**config.mk**
```make
export PLATFORM = sky130hd
export DESIGN_NAME = delta_r_jet_matcher_top
export DESIGN_NICKNAME = d
export VERILOG_FILES = /design/src/rtl/drjm_pkg.sv /design/src/rtl/drjm_ram.sv /design/src/rtl/drjm_ctrl.sv /design/src/rtl/drjm_datapath.sv /design/src/rtl/delta_r_jet_matcher_top.sv
export VERILOG_INCLUDE_DIRS = /design/src /design/src/rtl
export SDC_FILE = /design/constraint.sdc
export NUM_CORES = 2
export LEC_CHECK = 0
export ABC_AREA = 0
export BUFFER_PORTS_ARGS = -buffer_cell sky130_fd_sc_hd__buf_2
export CAP_MARGIN = 20
export CORE_MARGIN = 8
export CORE_UTILIZATION = 40
export CTS_CLUSTER_DIAMETER = 200
export DETAILED_ROUTE_END_ITERATION = 8
export GPL_TIMING_DRIVEN = 0
export PLACE_DENSITY = 0.59
export SYNTH_ARGS = -nofsm -noshare
export SYNTH_HDL_FRONTEND = slang
export SYNTH_SLANG_ARGS = --single-unit
```
**constraint.sdc**
```tcl
create_clock -name i_clk -period 7 [get_ports i_clk]
set_clock_uncertainty 0.05 [all_clocks]
set_input_delay 0.7 -clock i_clk [delete_from_list [all_inputs] [get_ports i_clk]]
set_output_delay 0.7 -clock i_clk [all_outputs]
set_load 0.01 [all_outputs]
```
**src/rtl/delta_r_jet_matcher_top_defines.svh**
```systemverilog
// ----------------------------------------------------------------------------
// delta_r_jet_matcher_top_defines
// assertion macros shared by the jet matcher rtl
// ----------------------------------------------------------------------------
`ifndef DELTA_R_JET_MATCHER_TOP_DEFINES_SVH
`define DELTA_R_JET_MATCHER_TOP_DEFINES_SVH

// same-cycle implication, checked out of reset
`define DRJM_ASSERT_NOW(label, clk, rst_n, ante, cons) \
    label: assert property (@(posedge clk) disable iff (!rst_n) (ante) |-> (cons)) \
        else $error("drjm assertion failed");

// next-cycle implication, checked out of reset
`define DRJM_ASSERT_NEXT(label, clk, rst_n, ante, cons) \
    label: assert property (@(posedge clk) disable iff (!rst_n) (ante) |=> (cons)) \
        else $error("drjm assertion failed");

`endif

```
**src/rtl/drjm_pkg.sv**
```systemverilog
`timescale 1ns / 1ps
// ----------------------------------------------------------------------------
// drjm_pkg
// shared types and constants of the delta-r jet matcher
// ----------------------------------------------------------------------------
package drjm_pkg;

    localparam int MAX_RECO_JETS = 16;
    localparam int IDX_W = (MAX_RECO_JETS > 1) ? $clog2(MAX_RECO_JETS) : 1;
    localparam int CNT_W = $clog2(MAX_RECO_JETS + 1);

    localparam int ANGLE_W = 15;
    localparam int PT_W    = 16;
    localparam int DE_W    = 15;
    localparam int DP_W    = 14;
    localparam int DIST_W  = 32;
    localparam int INDEX_W = 4;
    localparam int KIND_W  = 2;
    localparam int CFG_ADDR_W = 2;
    localparam int CFG_DATA_W = 32;
    localparam int ENTRY_W = 2 * ANGLE_W + PT_W;

    localparam logic [ANGLE_W-1:0] PI_FX     = 15'd12868;
    localparam logic [ANGLE_W-1:0] TWO_PI_FX = 15'd25736;

    localparam logic [DIST_W-1:0] CONE_RESET   = 32'd2683044;
    localparam logic [PT_W-1:0]   PT_MIN_RESET = 16'd640;

    typedef enum logic [KIND_W-1:0] {
        KIND_START = 2'd0,
        KIND_LOAD  = 2'd1,
        KIND_QUERY = 2'd2
    } t_kind;

    typedef enum logic [CFG_ADDR_W-1:0] {
        CFG_CONE   = 2'd0,
        CFG_PT_MIN = 2'd1
    } t_cfg_reg;

    typedef enum logic [1:0] {
        ST_IDLE,
        ST_SCAN,
        ST_DRAIN,
        ST_FINISH
    } t_state;

    typedef struct packed {
        logic start_event;
        logic load_jet;
        logic load_query;
        logic issue;
        logic ld_result;
    } t_dp_cmd;

    typedef struct packed {
        logic query_short;
        logic scan_last;
        logic pipe_empty;
        logic out_free;
    } t_dp_status;

endpackage

```
**src/rtl/drjm_ram.sv**
```systemverilog
`timescale 1ns / 1ps
// ----------------------------------------------------------------------------
// drjm_ram
// generic simple dual-port ram, one write port, registered read
// ----------------------------------------------------------------------------
module drjm_ram #(
    parameter int WIDTH = 8,
    parameter int DEPTH = 16
) (
    input  logic                                       i_clk,
    input  logic                                       i_we,
    input  logic [((DEPTH > 1) ? $clog2(DEPTH) : 1)-1:0] i_waddr,
    input  logic [WIDTH-1:0]                           i_wdata,
    input  logic [((DEPTH > 1) ? $clog2(DEPTH) : 1)-1:0] i_raddr,
    output logic [WIDTH-1:0]                           o_rdata
);

    logic [WIDTH-1:0] r_mem [DEPTH];
    logic [WIDTH-1:0] r_rdata;

    always_ff @(posedge i_clk) begin
        if (i_we) begin
            r_mem[i_waddr] <= i_wdata;
        end
        r_rdata <= r_mem[i_raddr];
    end

    assign o_rdata = r_rdata;

endmodule

```
**src/rtl/drjm_ctrl.sv**
```systemverilog
`timescale 1ns / 1ps
// ----------------------------------------------------------------------------
// drjm_ctrl
// sequencer: takes transactions, walks the reco table, hands off the result
// ----------------------------------------------------------------------------
module drjm_ctrl (
    input  logic                       i_clk,
    input  logic                       i_rst_n,
    input  logic                       i_in_valid,
    input  logic [drjm_pkg::KIND_W-1:0] i_kind,
    input  drjm_pkg::t_dp_status       i_status,
    output logic                       o_in_ready,
    output drjm_pkg::t_dp_cmd          o_cmd
);

    drjm_pkg::t_state r_state;
    drjm_pkg::t_state n_state;
    logic             s_accept;

    assign s_accept = i_in_valid && (r_state == drjm_pkg::ST_IDLE);

    always_ff @(posedge i_clk) begin
        if (!i_rst_n) begin
            r_state <= drjm_pkg::ST_IDLE;
        end else begin
            r_state <= n_state;
        end
    end

    always_comb begin
        n_state = r_state;
        unique case (r_state)
            drjm_pkg::ST_IDLE: begin
                if (s_accept && (i_kind == drjm_pkg::KIND_QUERY)) begin
                    n_state = i_status.query_short ? drjm_pkg::ST_FINISH : drjm_pkg::ST_SCAN;
                end
            end
            drjm_pkg::ST_SCAN: begin
                if (i_status.scan_last) begin
                    n_state = drjm_pkg::ST_DRAIN;
                end
            end
            drjm_pkg::ST_DRAIN: begin
                if (i_status.pipe_empty) begin
                    n_state = drjm_pkg::ST_FINISH;
                end
            end
            drjm_pkg::ST_FINISH: begin
                if (i_status.out_free) begin
                    n_state = drjm_pkg::ST_IDLE;
                end
            end
            default: n_state = drjm_pkg::ST_IDLE;
        endcase
    end

    always_comb begin
        o_in_ready        = (r_state == drjm_pkg::ST_IDLE);
        o_cmd.start_event = 1'b0;
        o_cmd.load_jet    = 1'b0;
        o_cmd.load_query  = 1'b0;
        o_cmd.issue       = (r_state == drjm_pkg::ST_SCAN);
        o_cmd.ld_result   = (r_state == drjm_pkg::ST_FINISH) && i_status.out_free;
        if (s_accept) begin
            unique case (drjm_pkg::t_kind'(i_kind))
                drjm_pkg::KIND_START: o_cmd.start_event = 1'b1;
                drjm_pkg::KIND_LOAD:  o_cmd.load_jet    = 1'b1;
                drjm_pkg::KIND_QUERY: o_cmd.load_query  = 1'b1;
                default: ;
            endcase
        end
    end

endmodule

```
**src/rtl/drjm_datapath.sv**
```systemverilog
`timescale 1ns / 1ps
// ----------------------------------------------------------------------------
// drjm_datapath
// reco table, distance pipeline, best-match tracking and result register
// ----------------------------------------------------------------------------
module drjm_datapath (
    input  logic                              i_clk,
    input  logic                              i_rst_n,
    input  drjm_pkg::t_dp_cmd                 i_cmd,
    output drjm_pkg::t_dp_status              o_status,
    input  logic                              i_cfg_we,
    input  logic [drjm_pkg::CFG_ADDR_W-1:0]   i_cfg_addr,
    input  logic [drjm_pkg::CFG_DATA_W-1:0]   i_cfg_data,
    input  logic signed [drjm_pkg::ANGLE_W-1:0] i_jet_eta,
    input  logic signed [drjm_pkg::ANGLE_W-1:0] i_jet_phi,
    input  logic [drjm_pkg::PT_W-1:0]         i_jet_pt,
    input  logic                              i_out_ready,
    output logic                              o_out_valid,
    output logic                              o_matched,
    output logic                              o_skipped,
    output logic [drjm_pkg::INDEX_W-1:0]      o_match_index,
    output logic [drjm_pkg::PT_W-1:0]         o_match_pt,
    output logic [drjm_pkg::DIST_W-1:0]       o_match_distance_squared
);

    localparam int AW = drjm_pkg::ANGLE_W;

    // configuration
    logic [drjm_pkg::DIST_W-1:0] r_cone;
    logic [drjm_pkg::PT_W-1:0]   r_pt_min;

    always_ff @(posedge i_clk) begin
        if (!i_rst_n) begin
            r_cone   <= drjm_pkg::CONE_RESET;
            r_pt_min <= drjm_pkg::PT_MIN_RESET;
        end else if (i_cfg_we) begin
            unique case (i_cfg_addr)
                drjm_pkg::CFG_CONE:   r_cone   <= i_cfg_data;
                drjm_pkg::CFG_PT_MIN: r_pt_min <= i_cfg_data[drjm_pkg::PT_W-1:0];
                default: ;
            endcase
        end
    end

    // reco table
    logic [drjm_pkg::CNT_W-1:0]   r_count;
    logic [drjm_pkg::IDX_W-1:0]   r_addr;
    logic                         s_table_we;
    logic [drjm_pkg::ENTRY_W-1:0] s_rdata;

    assign s_table_we = i_cmd.load_jet && (r_count < drjm_pkg::CNT_W'(drjm_pkg::MAX_RECO_JETS));

    always_ff @(posedge i_clk) begin
        if (!i_rst_n) begin
            r_count <= '0;
        end else if (i_cmd.start_event) begin
            r_count <= '0;
        end else if (s_table_we) begin
            r_count <= r_count + drjm_pkg::CNT_W'(1);
        end
    end

    drjm_ram #(
        .WIDTH (drjm_pkg::ENTRY_W),
        .DEPTH (drjm_pkg::MAX_RECO_JETS)
    ) u_table (
        .i_clk   (i_clk),
        .i_we    (s_table_we),
        .i_waddr (r_count[drjm_pkg::IDX_W-1:0]),
        .i_wdata ({i_jet_eta, i_jet_phi, i_jet_pt}),
        .i_raddr (r_addr),
        .o_rdata (s_rdata)
    );

    // query
    logic [AW-1:0] r_q_eta;
    logic [AW-1:0] r_q_phi;
    logic          r_skip;

    always_ff @(posedge i_clk) begin
        if (i_cmd.load_query) begin
            r_q_eta <= i_jet_eta;
            r_q_phi <= i_jet_phi;
            r_skip  <= (i_jet_pt < r_pt_min);
        end
    end

    always_ff @(posedge i_clk) begin
        if (!i_rst_n) begin
            r_addr <= '0;
        end else if (i_cmd.load_query) begin
            r_addr <= '0;
        end else if (i_cmd.issue) begin
            r_addr <= r_addr + drjm_pkg::IDX_W'(1);
        end
    end

    // stage 1: table read in flight
    logic                       r_v1;
    logic [drjm_pkg::IDX_W-1:0] r_idx1;
    // stage 2: differences
    logic                       r_v2;
    logic [drjm_pkg::IDX_W-1:0] r_idx2;
    logic [drjm_pkg::DE_W-1:0]  r_de;
    logic [drjm_pkg::DP_W-1:0]  r_dp;
    logic [drjm_pkg::PT_W-1:0]  r_pt2;
    // stage 3: squared distance
    logic                       r_v3;
    logic [drjm_pkg::IDX_W-1:0] r_idx3;
    logic [drjm_pkg::DIST_W-1:0] r_d2;
    logic [drjm_pkg::PT_W-1:0]  r_pt3;

    logic [AW-1:0]   s_rd_eta;
    logic [AW-1:0]   s_rd_phi;
    logic [AW:0]     s_deta;
    logic [AW:0]     s_dphi;
    logic [AW-1:0]   s_ade;
    logic [AW-1:0]   s_adp;
    logic [AW-1:0]   s_fold;
    logic [2*drjm_pkg::DE_W-1:0] s_de_sq;
    logic [2*drjm_pkg::DP_W-1:0] s_dp_sq;

    assign s_rd_eta = s_rdata[drjm_pkg::ENTRY_W-1 -: AW];
    assign s_rd_phi = s_rdata[drjm_pkg::PT_W +: AW];
    assign s_deta   = {s_rd_eta[AW-1], s_rd_eta} - {r_q_eta[AW-1], r_q_eta};
    assign s_dphi   = {s_rd_phi[AW-1], s_rd_phi} - {r_q_phi[AW-1], r_q_phi};
    // magnitudes never exceed 2^15 - 1, so the top bit drops
    assign s_ade    = s_deta[AW] ? AW'(-s_deta) : s_deta[AW-1:0];
    assign s_adp    = s_dphi[AW] ? AW'(-s_dphi) : s_dphi[AW-1:0];

    // fold |dphi| into 0..pi, taking the magnitude past 2*pi
    always_comb begin
        if (s_adp <= drjm_pkg::PI_FX) begin
            s_fold = s_adp;
        end else if (s_adp <= drjm_pkg::TWO_PI_FX) begin
            s_fold = drjm_pkg::TWO_PI_FX - s_adp;
        end else begin
            s_fold = s_adp - drjm_pkg::TWO_PI_FX;
        end
    end

    assign s_de_sq = r_de * r_de;
    assign s_dp_sq = r_dp * r_dp;

    always_ff @(posedge i_clk) begin
        if (!i_rst_n) begin
            r_v1 <= 1'b0;
            r_v2 <= 1'b0;
            r_v3 <= 1'b0;
        end else begin
            r_v1 <= i_cmd.issue;
            r_v2 <= r_v1;
            r_v3 <= r_v2;
        end
    end

    always_ff @(posedge i_clk) begin
        r_idx1 <= r_addr;
        r_idx2 <= r_idx1;
        r_de   <= s_ade[drjm_pkg::DE_W-1:0];
        r_dp   <= s_fold[drjm_pkg::DP_W-1:0];
        r_pt2  <= s_rdata[drjm_pkg::PT_W-1:0];
        r_idx3 <= r_idx2;
        r_d2   <= drjm_pkg::DIST_W'(s_de_sq) + drjm_pkg::DIST_W'(s_dp_sq);
        r_pt3  <= r_pt2;
    end

    // stage 4: nearest jet so far, lower index kept on a tie
    logic                        r_found;
    logic [drjm_pkg::DIST_W-1:0] r_best_d;
    logic [drjm_pkg::IDX_W-1:0]  r_best_idx;
    logic [drjm_pkg::PT_W-1:0]   r_best_pt;
    logic                        s_take;

    assign s_take = r_v3 && (r_d2 <= r_cone) && (!r_found || (r_d2 < r_best_d));

    always_ff @(posedge i_clk) begin
        if (!i_rst_n) begin
            r_found <= 1'b0;
        end else if (i_cmd.load_query) begin
            r_found <= 1'b0;
        end else if (s_take) begin
            r_found <= 1'b1;
        end
    end

    always_ff @(posedge i_clk) begin
        if (s_take) begin
            r_best_d   <= r_d2;
            r_best_idx <= r_idx3;
            r_best_pt  <= r_pt3;
        end
    end

    // result register
    logic                         r_out_valid;
    logic                         r_matched;
    logic                         r_skipped;
    logic [drjm_pkg::INDEX_W-1:0] r_index;
    logic [drjm_pkg::PT_W-1:0]    r_pt;
    logic [drjm_pkg::DIST_W-1:0]  r_dist;
    logic                         s_hit;

    assign s_hit = r_found && !r_skip;

    always_ff @(posedge i_clk) begin
        if (!i_rst_n) begin
            r_out_valid <= 1'b0;
        end else if (i_cmd.ld_result) begin
            r_out_valid <= 1'b1;
        end else if (i_out_ready) begin
            r_out_valid <= 1'b0;
        end
    end

    always_ff @(posedge i_clk) begin
        if (i_cmd.ld_result) begin
            r_matched <= s_hit;
            r_skipped <= r_skip;
            r_index   <= s_hit ? drjm_pkg::INDEX_W'(r_best_idx) : '0;
            r_pt      <= s_hit ? r_best_pt : '0;
            r_dist    <= s_hit ? r_best_d : '0;
        end
    end

    assign o_out_valid              = r_out_valid;
    assign o_matched                = r_matched;
    assign o_skipped                = r_skipped;
    assign o_match_index            = r_index;
    assign o_match_pt               = r_pt;
    assign o_match_distance_squared = r_dist;

    assign o_status.query_short = (i_jet_pt < r_pt_min) || (r_count == '0);
    assign o_status.scan_last   = (drjm_pkg::CNT_W'(r_addr) == (r_count - drjm_pkg::CNT_W'(1)));
    assign o_status.pipe_empty  = !r_v1 && !r_v2 && !r_v3;
    assign o_status.out_free    = !r_out_valid || i_out_ready;

endmodule

```
**src/rtl/delta_r_jet_matcher_top.sv**
```systemverilog
`timescale 1ns / 1ps
// ----------------------------------------------------------------------------
// delta_r_jet_matcher_top
// nearest reco jet matching of truth jets in eta-phi space
// ----------------------------------------------------------------------------
// input channel (i_in_valid / o_in_ready) carries kind, eta, phi and pt.
// a start transaction clears the reco table, a load transaction appends one
// reco jet (dropped once the table holds 16). a truth query below
// truth_pt_min, or one against an empty table, skips the table walk and goes
// straight to its last step. otherwise the query streams the stored jets
// through a four-stage distance pipeline, one jet per cycle, and the result
// register loads once the pipeline has drained. the next transaction is taken
// once the result is in the output register (o_out_valid / i_out_ready), so a
// new query overlaps with an untaken result. if the receiver stalls, a
// finished query waits in its last step until the output register frees up.
// config writes (i_cfg_we, i_cfg_addr, i_cfg_data) are applied at once and
// belong between transactions. synchronous reset empties the table, restores
// cone radius squared 2683044 and pt threshold 640, and drops any result.
// ----------------------------------------------------------------------------
`include "delta_r_jet_matcher_top_defines.svh"

module delta_r_jet_matcher_top (
    input  logic                                i_clk,
    input  logic                                i_rst_n,
    input  logic                                i_in_valid,
    output logic                                o_in_ready,
    input  logic [drjm_pkg::KIND_W-1:0]         i_kind,
    input  logic signed [drjm_pkg::ANGLE_W-1:0] i_jet_eta,
    input  logic signed [drjm_pkg::ANGLE_W-1:0] i_jet_phi,
    input  logic [drjm_pkg::PT_W-1:0]           i_jet_pt,
    input  logic                                i_cfg_we,
    input  logic [drjm_pkg::CFG_ADDR_W-1:0]     i_cfg_addr,
    input  logic [drjm_pkg::CFG_DATA_W-1:0]     i_cfg_data,
    output logic                                o_out_valid,
    input  logic                                i_out_ready,
    output logic                                o_matched,
    output logic                                o_skipped,
    output logic [drjm_pkg::INDEX_W-1:0]        o_match_index,
    output logic [drjm_pkg::PT_W-1:0]           o_match_pt,
    output logic [drjm_pkg::DIST_W-1:0]         o_match_distance_squared
);

    drjm_pkg::t_dp_cmd    s_cmd;
    drjm_pkg::t_dp_status s_status;

    drjm_ctrl u_ctrl (
        .i_clk      (i_clk),
        .i_rst_n    (i_rst_n),
        .i_in_valid (i_in_valid),
        .i_kind     (i_kind),
        .i_status   (s_status),
        .o_in_ready (o_in_ready),
        .o_cmd      (s_cmd)
    );

    drjm_datapath u_datapath (
        .i_clk                    (i_clk),
        .i_rst_n                  (i_rst_n),
        .i_cmd                    (s_cmd),
        .o_status                 (s_status),
        .i_cfg_we                 (i_cfg_we),
        .i_cfg_addr               (i_cfg_addr),
        .i_cfg_data               (i_cfg_data),
        .i_jet_eta                (i_jet_eta),
        .i_jet_phi                (i_jet_phi),
        .i_jet_pt                 (i_jet_pt),
        .i_out_ready              (i_out_ready),
        .o_out_valid              (o_out_valid),
        .o_matched                (o_matched),
        .o_skipped                (o_skipped),
        .o_match_index            (o_match_index),
        .o_match_pt               (o_match_pt),
        .o_match_distance_squared (o_match_distance_squared)
    );

    // a skipped or unmatched result carries all-zero match fields
    `DRJM_ASSERT_NOW(a_nomatch_zero, i_clk, i_rst_n, o_out_valid && !o_matched, (o_match_index == '0) && (o_match_pt == '0) && (o_match_distance_squared == '0))
    `DRJM_ASSERT_NOW(a_skip_excl, i_clk, i_rst_n, o_out_valid && o_skipped, !o_matched)
    // the table walk never overlaps with taking a new transaction
    `DRJM_ASSERT_NOW(a_scan_busy, i_clk, i_rst_n, s_cmd.issue, !o_in_ready)
    // a result load always lands in a free output register
    `DRJM_ASSERT_NEXT(a_ld_result, i_clk, i_rst_n, s_cmd.ld_result, o_out_valid)

endmodule

```
After elaboration in Yosys (flattened, before gate mapping)
Memory sizes are Yosys's and may differ from the RTL's. A register that Yosys moved wholly into a read port is not among the register bits.
Index checks and enable logic that the tools add are counted.
{"block": "totals", "ff_bits": 306, "ram_bits": 736, "wordCells": 106, "memories": 1}
{"block": "classes", "add_sub_neg": 10, "mul": 2, "order_cmp": 6, "n_eq_ne": 11, "mux": 18, "n_bitwise": 1, "n_reduce_logical": 28}
{"memory": "u_datapath.u_table.r_mem", "words": 16, "word_bits": 46, "read_ports": 1, "rd_clocked_by_memory_dff": 1, "wr": 1, "line": "drjm_ram.sv:18", "rtl": "logic [WIDTH-1:0] r_mem [DEPTH];"}
{"op": "<= comparator 32 bit", "n": 1}
{"op": "less-than comparator 32 bit", "n": 1}
{"op": "subtractor 15 x 15 -> 16 bit", "n": 2}
{"op": "adder 30 x 28 -> 31 bit", "n": 1}
{"op": "multiplier 15 x 15 -> 30 bit", "n": 1}
{"op": "2-to-1 mux 15 bit", "n": 2}
{"op": "negation 15 bit", "n": 2}
{"op": "multiplier 14 x 14 -> 28 bit", "n": 1}
{"op": "2-to-1 mux 14 bit", "n": 2}
{"op": "less-than comparator 16 bit", "n": 1}
{"op": "<= comparator 15 x 14 -> 1 bit (second input constant)", "n": 1}
{"op": "<= comparator 15 bit (second input constant)", "n": 1}
{"op": "subtractor 14 bit (first input constant)", "n": 1}
{"op": "subtractor 14 bit (second input constant)", "n": 1}
{"op": "2-to-1 mux 2 bit", "n": 5}
{"op": "logical AND 1 bit", "n": 9}
{"op": "one-hot mux 2 bit (4 select lines)", "n": 1}
{"op": "2-to-1 mux 1 bit", "n": 7}
{"op": "equality test 2 x 1 -> 1 bit (second input constant)", "n": 3}
{"op": "equality test 2 bit (second input constant)", "n": 3}
{"op": "zero test 1 bit", "n": 6}
{"op": "zero test 2 bit", "n": 3}
{"op": "adder 5 x 1 -> 5 bit (second input constant)", "n": 1}
{"op": "equality test 4 x 5 -> 1 bit", "n": 1}
{"op": "13 further kinds", "n": 19}

Logic depth before layout (Yosys ltp)
{"block": "logic_depth", "word_depth": 6, "ltp_mapped": 28}

Cells and area by module
From an unflattened synthesis, not the netlist that was laid out.
{"block": "hier_totals", "cells_unflattened": 3894, "hier_area_um2": 55239.2}
{"mod": "drjm_ram", "instances": 1, "cells_each": 1191, "area_each_um2": 28493.6, "seq_area_each_um2": 23022.1}
{"mod": "drjm_datapath", "instances": 1, "cells_each": 2679, "area_each_um2": 26500.4, "seq_area_each_um2": 7377.1}
{"mod": "drjm_ctrl", "instances": 1, "cells_each": 24, "area_each_um2": 245.2, "seq_area_each_um2": 40.0}

Worst setup path before layout
OpenSTA, ideal clock, no wires.
{"block": "synth_path", "kind": "register to register", "from": "register u_datapath.r_dp[2] (netlist bit)", "to": "register u_datapath.r_d2[29] (netlist bit)", "arrival_ns": 6.944, "required_time_ns": 6.878, "path_slack_ns": -0.066, "stages_incl_launch_ff": 25, "n_path_buf": 2, "synth_period_minus_slack_ns": 7.066, "path_cell_list": "dfxtp_1 -> clkbuf_1 -> clkbuf_1 -> nand2_1 -> fa_1 -> inv_1 -> fa_1 -> fa_1 -> inv_1 -> fa_1 -> inv_1 -> fa_1 -> fa_1 -> fa_1 -> fa_1 -> ha_1 -> or3_1 -> a21oi_1 -> o211ai_1 -> a41o_1 -> nand2_1 -> a31oi_1 -> and4_1 -> a2111oi_0 -> xnor2_1"}
{"block": "synth_between", "elab_chain_cells": 2}
{"element": "from (decl)", "line": "drjm_datapath.sv:105", "rtl": "logic [drjm_pkg::DP_W-1:0] r_dp;"}
{"element": "from (signal assigned)", "line": "drjm_datapath.sv:161", "rtl": "r_dp <= s_fold[drjm_pkg::DP_W-1:0];"}
{"element": "multiplier 14 x 14 -> 28 bit", "line": "drjm_datapath.sv:143", "rtl": "assign s_dp_sq = r_dp * r_dp;"}
{"element": "adder 30 x 28 -> 31 bit", "line": "drjm_datapath.sv:164", "rtl": "r_d2 <= drjm_pkg::DIST_W'(s_de_sq) + drjm_pkg::DIST_W'(s_dp_sq);"}
{"element": "to (signal assigned)", "line": "drjm_datapath.sv:164"}
{"element": "to (decl)", "line": "drjm_datapath.sv:110", "rtl": "logic [drjm_pkg::DIST_W-1:0] r_d2;"}
Every way passes these cells.
A chain may end at the register's enable or synchronous reset.

Worst setup path after layout
{"block": "layout_path", "from": "register u_datapath.r_dp[1] (netlist bit)", "to": "register u_datapath.r_d2[30] (netlist bit)"}
The elaborated chain is that of the path after synthesis.

==> impl_results.html <==
<table>
<tr><th>Metric</th><th>Value</th></tr>
<tr><th colspan="2">Synth</th></tr>
<tr><td>Sequential-to-total area share from yosys stat</td><td>0.554</td></tr>
<tr><td>Share of the synthesized area in the top cell type</td><td>0.476</td></tr>
<tr><td>Yosys top cell by area</td><td>edfxtp_1</td></tr>
<tr><td>Yosys warning count</td><td>0</td></tr>
<tr><td>Avg Cell Area, Syn</td><td>~15 um2</td></tr>
<tr><td>Number of enable-type register cells in the synthesized netlist</td><td>around 870</td></tr>
<tr><td>Gate count after technology mapping</td><td>3711</td></tr>
<tr><td>Unique masters post-synth</td><td>90</td></tr>
<tr><td>Proportion of synthesized flip-flops having asynchronous set or reset</td><td>0</td></tr>
<tr><td>Post-synth design cell area</td><td>55000 um2</td></tr>
<tr><td>Prevailing post-synth register cell</td><td>edfxtp_1</td></tr>
<tr><td>Cell types occupying the most area after synthesis</td><td>edfxtp_1 48%, fa_1 11%, mux4_2 9.4%, dfxtp_1 7.8%, ha_1 6.6%</td></tr>
<tr><td>FF+latch count, synth</td><td>approximately 1100</td></tr>
<tr><th colspan="2">Clocking</th></tr>
<tr><td>Clock root buffer master</td><td>clkbuf_16</td></tr>
<tr><td>TritonCTS buffer count</td><td>approximately 110</td></tr>
<tr><td>H-Tree Depth</td><td>3</td></tr>
<tr><td>Clock latency on the worst-skew pair</td><td>roughly 0.76 ns</td></tr>
<tr><td>Clock slew at reported path FFs</td><td>approximately 0.06 ns</td></tr>
<tr><td>Max Buffers Root-to-Sink</td><td>3</td></tr>
<tr><td>CTS Hold Bufs</td><td>0</td></tr>
<tr><td>Total clock sinks</td><td>1085</td></tr>
<tr><td>CTS tree</td><td>done</td></tr>
<tr><th colspan="2">Placed design</th></tr>
<tr><td>Placed Instance Area</td><td>around 59000 um2</td></tr>
<tr><td>Post-detailed-placement half-perimeter wirelength</td><td>100000 um</td></tr>
<tr><td>Routability congestion estimate from global placement</td><td>0.837</td></tr>
<tr><td>Count of buffers from port buffering</td><td>140</td></tr>
<tr><td>Worst-case setup slack after placement</td><td>-1.27 ns</td></tr>
<tr><th colspan="2">Routing</th></tr>
<tr><td>Final wirelength</td><td>roughly 130000 um</td></tr>
<tr><td>Post-route antenna net violation count</td><td>0</td></tr>
<tr><td>Drt first-iter violations</td><td>between 2000 and 2500</td></tr>
<tr><td>Total number of vias</td><td>about 31000</td></tr>
<tr><td>Routed wire per std cell</td><td>between 20 and 25 um</td></tr>
<tr><td>Average vias per placed instance</td><td>about 5.2</td></tr>
<tr><td>Count of unresolved DRC violations after routing</td><td>0</td></tr>
<tr><td>First-pass iteration count of the detailed router</td><td>7</td></tr>
<tr><th colspan="2">Die</th></tr>
<tr><td>Number of standard-cell rows in the floorplan</td><td>around 140</td></tr>
<tr><td>Std-Cell Core Area</td><td>137000 um2</td></tr>
<tr><td>Top Ports</td><td>between 100 and 150</td></tr>
<tr><td>X dimension of the die</td><td>slightly below 400 um</td></tr>
<tr><td>Die height</td><td>387 um</td></tr>
<tr><td>Starting density of the core</td><td>0.401</td></tr>
<tr><td>Area of the die</td><td>between 100000 and 150000 um2</td></tr>
<tr><th colspan="2">Global routing</th></tr>
<tr><td>Combined global-route utilization of all metal layers</td><td>0.179</td></tr>
<tr><td>First-pass GRT wire length</td><td>206000 um</td></tr>
<tr><td>Pin count of the biggest net entering global routing</td><td>32</td></tr>
<tr><td>Via count of the first global-routing pass</td><td>32400</td></tr>
<tr><td>Number of antenna violations at the first check in global routing</td><td>16</td></tr>
<tr><td>Total overflow reported by the global router</td><td>0</td></tr>
<tr><th colspan="2">Hold path</th></tr>
<tr><td>Kind of path behind the tightest hold check</td><td>in -&gt; reg</td></tr>
<tr><td>Number of cells on the worst hold path</td><td>3</td></tr>
<tr><th colspan="2">Job</th></tr>
<tr><td>Max-capacitance violation count</td><td>0</td></tr>
<tr><th colspan="2">Run status</th></tr>
<tr><td>Outcome</td><td>finished clean</td></tr>
<tr><th colspan="2">Finish</th></tr>
<tr><td>Post-synthesis to final-layout area growth</td><td>16.5%</td></tr>
<tr><td>Post-Layout Inst Area</td><td>~64000 um2</td></tr>
<tr><td>Share of final-layout standard cells stronger than drive strength 1</td><td>0.201</td></tr>
<tr><td>Fill cell instance count of the final layout</td><td>between 10000 and 15000</td></tr>
<tr><td>Final net count</td><td>around 4800</td></tr>
<tr><th colspan="2">Critical path</th></tr>
<tr><td>Data required time at the worst endpoint</td><td>7.55 ns</td></tr>
<tr><td>Endpoint type of the worst setup path</td><td>register</td></tr>
<tr><td>Arrival time at the worst endpoint</td><td>about 7.5 ns</td></tr>
<tr><td>CP Class</td><td>reg -&gt; reg</td></tr>
<tr><td>Largest fanout on the critical path</td><td>10</td></tr>
<tr><td>R2R cell count</td><td>22</td></tr>
<tr><td>Type of origin of the critical path</td><td>register</td></tr>
<tr><th colspan="2">STA</th></tr>
<tr><td>Final total negative setup slack</td><td>0 ns</td></tr>
<tr><td>Slew of the pin with the lowest slew margin</td><td>1.06 ns</td></tr>
<tr><td>Hold violation total from the final report</td><td>0</td></tr>
<tr><td>RSZ-0062 raised after global routing</td><td>yes</td></tr>
<tr><td>Finish-stage setup viols</td><td>0</td></tr>
<tr><td>Final Critical Period</td><td>slightly below 7 ns</td></tr>
<tr><td>Fmax</td><td>145 MHz</td></tr>
<tr><td>Relative slew slack</td><td>0.297</td></tr>
<tr><td>Final Max Tran Viols</td><td>0</td></tr>
<tr><td>Final worst path period share</td><td>0.988</td></tr>
<tr><td>Worst Setup Slack, final</td><td>around 0.084 ns</td></tr>
</table>
-- flip-flops by register name (all words and copies together), names as in the netlist, 31 cells and up --
name / flops
u_datapath.o_match_distance_squared: 31
u_datapath.r_best_d: 31
u_datapath.r_cone: 32
u_datapath.r_d2: 31
u_datapath.u_table.o_rdata: 46
u_datapath.u_table.r_mem: 736
-- final timing paths --
check        slack (ns)                          start                     to
min reg2reg        0.27  u_datapath.u_table.o_rdata[3]    u_datapath.r_pt2[3]
max                0.08             u_datapath.r_dp[1]    u_datapath.r_d2[30]
min                0.22                 i_cfg_data[28]  u_datapath.r_cone[28]
max reg2reg        0.08             u_datapath.r_dp[1]    u_datapath.r_d2[30]
-- synthesized netlist by cell type, types with 27 or more instances --
cell type,number
ha_1,288
xnor2_1,79
o21ai_0,49
a21oi_1,82
mux4_2,230
nor2_1,85
xor2_1,27
a21o_1,50
nor3_1,59
and2_1,130
edfxtp_1,871
fa_1,314
clkbuf_1,88
a21boi_0,38
inv_1,526
nand2_1,223
dfxtp_1,214
-- kinds of logic (layout without fill, tap and decap cells) --
group,after synthesis,after routing,share of synthesized area
multiplexers,242,242,0.0965
XOR/XNOR,108,108,0.0175
buffers and inverters,649,1101,0.0446
flip-flops,1085,1085,0.554
other,1,8,0.0000682
adder cells (fa/ha/maj),602,602,0.180
AO/OA/AOI/OAI,377,377,0.0488
AND/OR/NAND/NOR,647,647,0.0591
-- metrics by stage --
| step | std cells | util | hold slack, ns |
|---|---|---|---|
| final | 5964 | 0.468 | 0.221 |
| after global routing | 5959 | 0.467 | 0.201 |
| after CTS | 5937 | 0.464 | 0.162 |
| after detailed placement | 5714 | 0.432 | 0.262 |
| after global placement | 5646 | 0.423 | 0.260 |
| after floorplan | 3712 | - | 0.260 |
-- final cells by class --
cell class / count / area, um2 / share of cell area
Sequential cell: 1085 / 30500 / 0.477
Multi-Input combinational cell: 1978 / 22500 / 0.352
Clock buffer: 147 / 3010 / 0.0470
Tap cell: 1794 / 2240 / 0.0350
Timing Repair Buffer: 246 / 2170 / 0.0338
Inverter: 526 / 1990 / 0.0310
Buffer: 123 / 805 / 0.0126
Clock inverter: 59 / 763 / 0.0119
Antenna cell: 6 / 15.0 / 0.000234
-- placed cells by master, fill, tap and decap left out, types with 50 or more instances in the layout --
cell type / instances
nand2_1: 216
a21oi_1: 77
clkbuf_1: 81
a21o_1: 50
buf_2: 148
dfxtp_1: 187
and2_1: 123
ha_1: 280
nor2_1: 69
inv_1: 517
edfxtp_1: 871
fa_1: 308
clkbuf_16: 113
mux4_2: 230
nor3_1: 54
xnor2_1: 79
-- metal layers --
layer	GRT usage	share of wire	wire length [um]
met2	0.296	0.48	64700
met3	0.0303	0.059	7960
met5	0	0.00050	67
met1	0.248	0.44	59300
met4	0.0435	0.022	2900
-- worst max-delay path, cell delays in order (launching register included) --
cell       delay [ns]
dfxtp_1          0.56
clkbuf_2         0.32
and2_1           0.22
fa_1             0.43
inv_1            0.08
fa_1             0.40
inv_1            0.08
fa_2             0.44
fa_2             0.55
fa_1             0.45
fa_1             0.47
fa_1             0.54
fa_1             0.57
ha_4             0.22
o21a_1           0.18
o21ai_0          0.13
nand2b_1         0.09
nand4_1          0.15
o21ai_4          0.11
a2111oi_4        0.32
o21bai_1         0.13
a21oi_1          0.19
xnor2_1          0.15
-- what timing repair did --
| item | 4_1_cts | 5_1_grt |
|---|---|---|
| setup buffers | 17 | 12 |
| setup endpoints to repair | 20 | 10 |
| cloned | 0 | 0 |
| resized for setup | 158 | 70 |
| pin swaps | 25 | 49 |
Power is not shown: default switching activity piles up to over one toggle a cycle in this logic, so the estimate is an artifact.
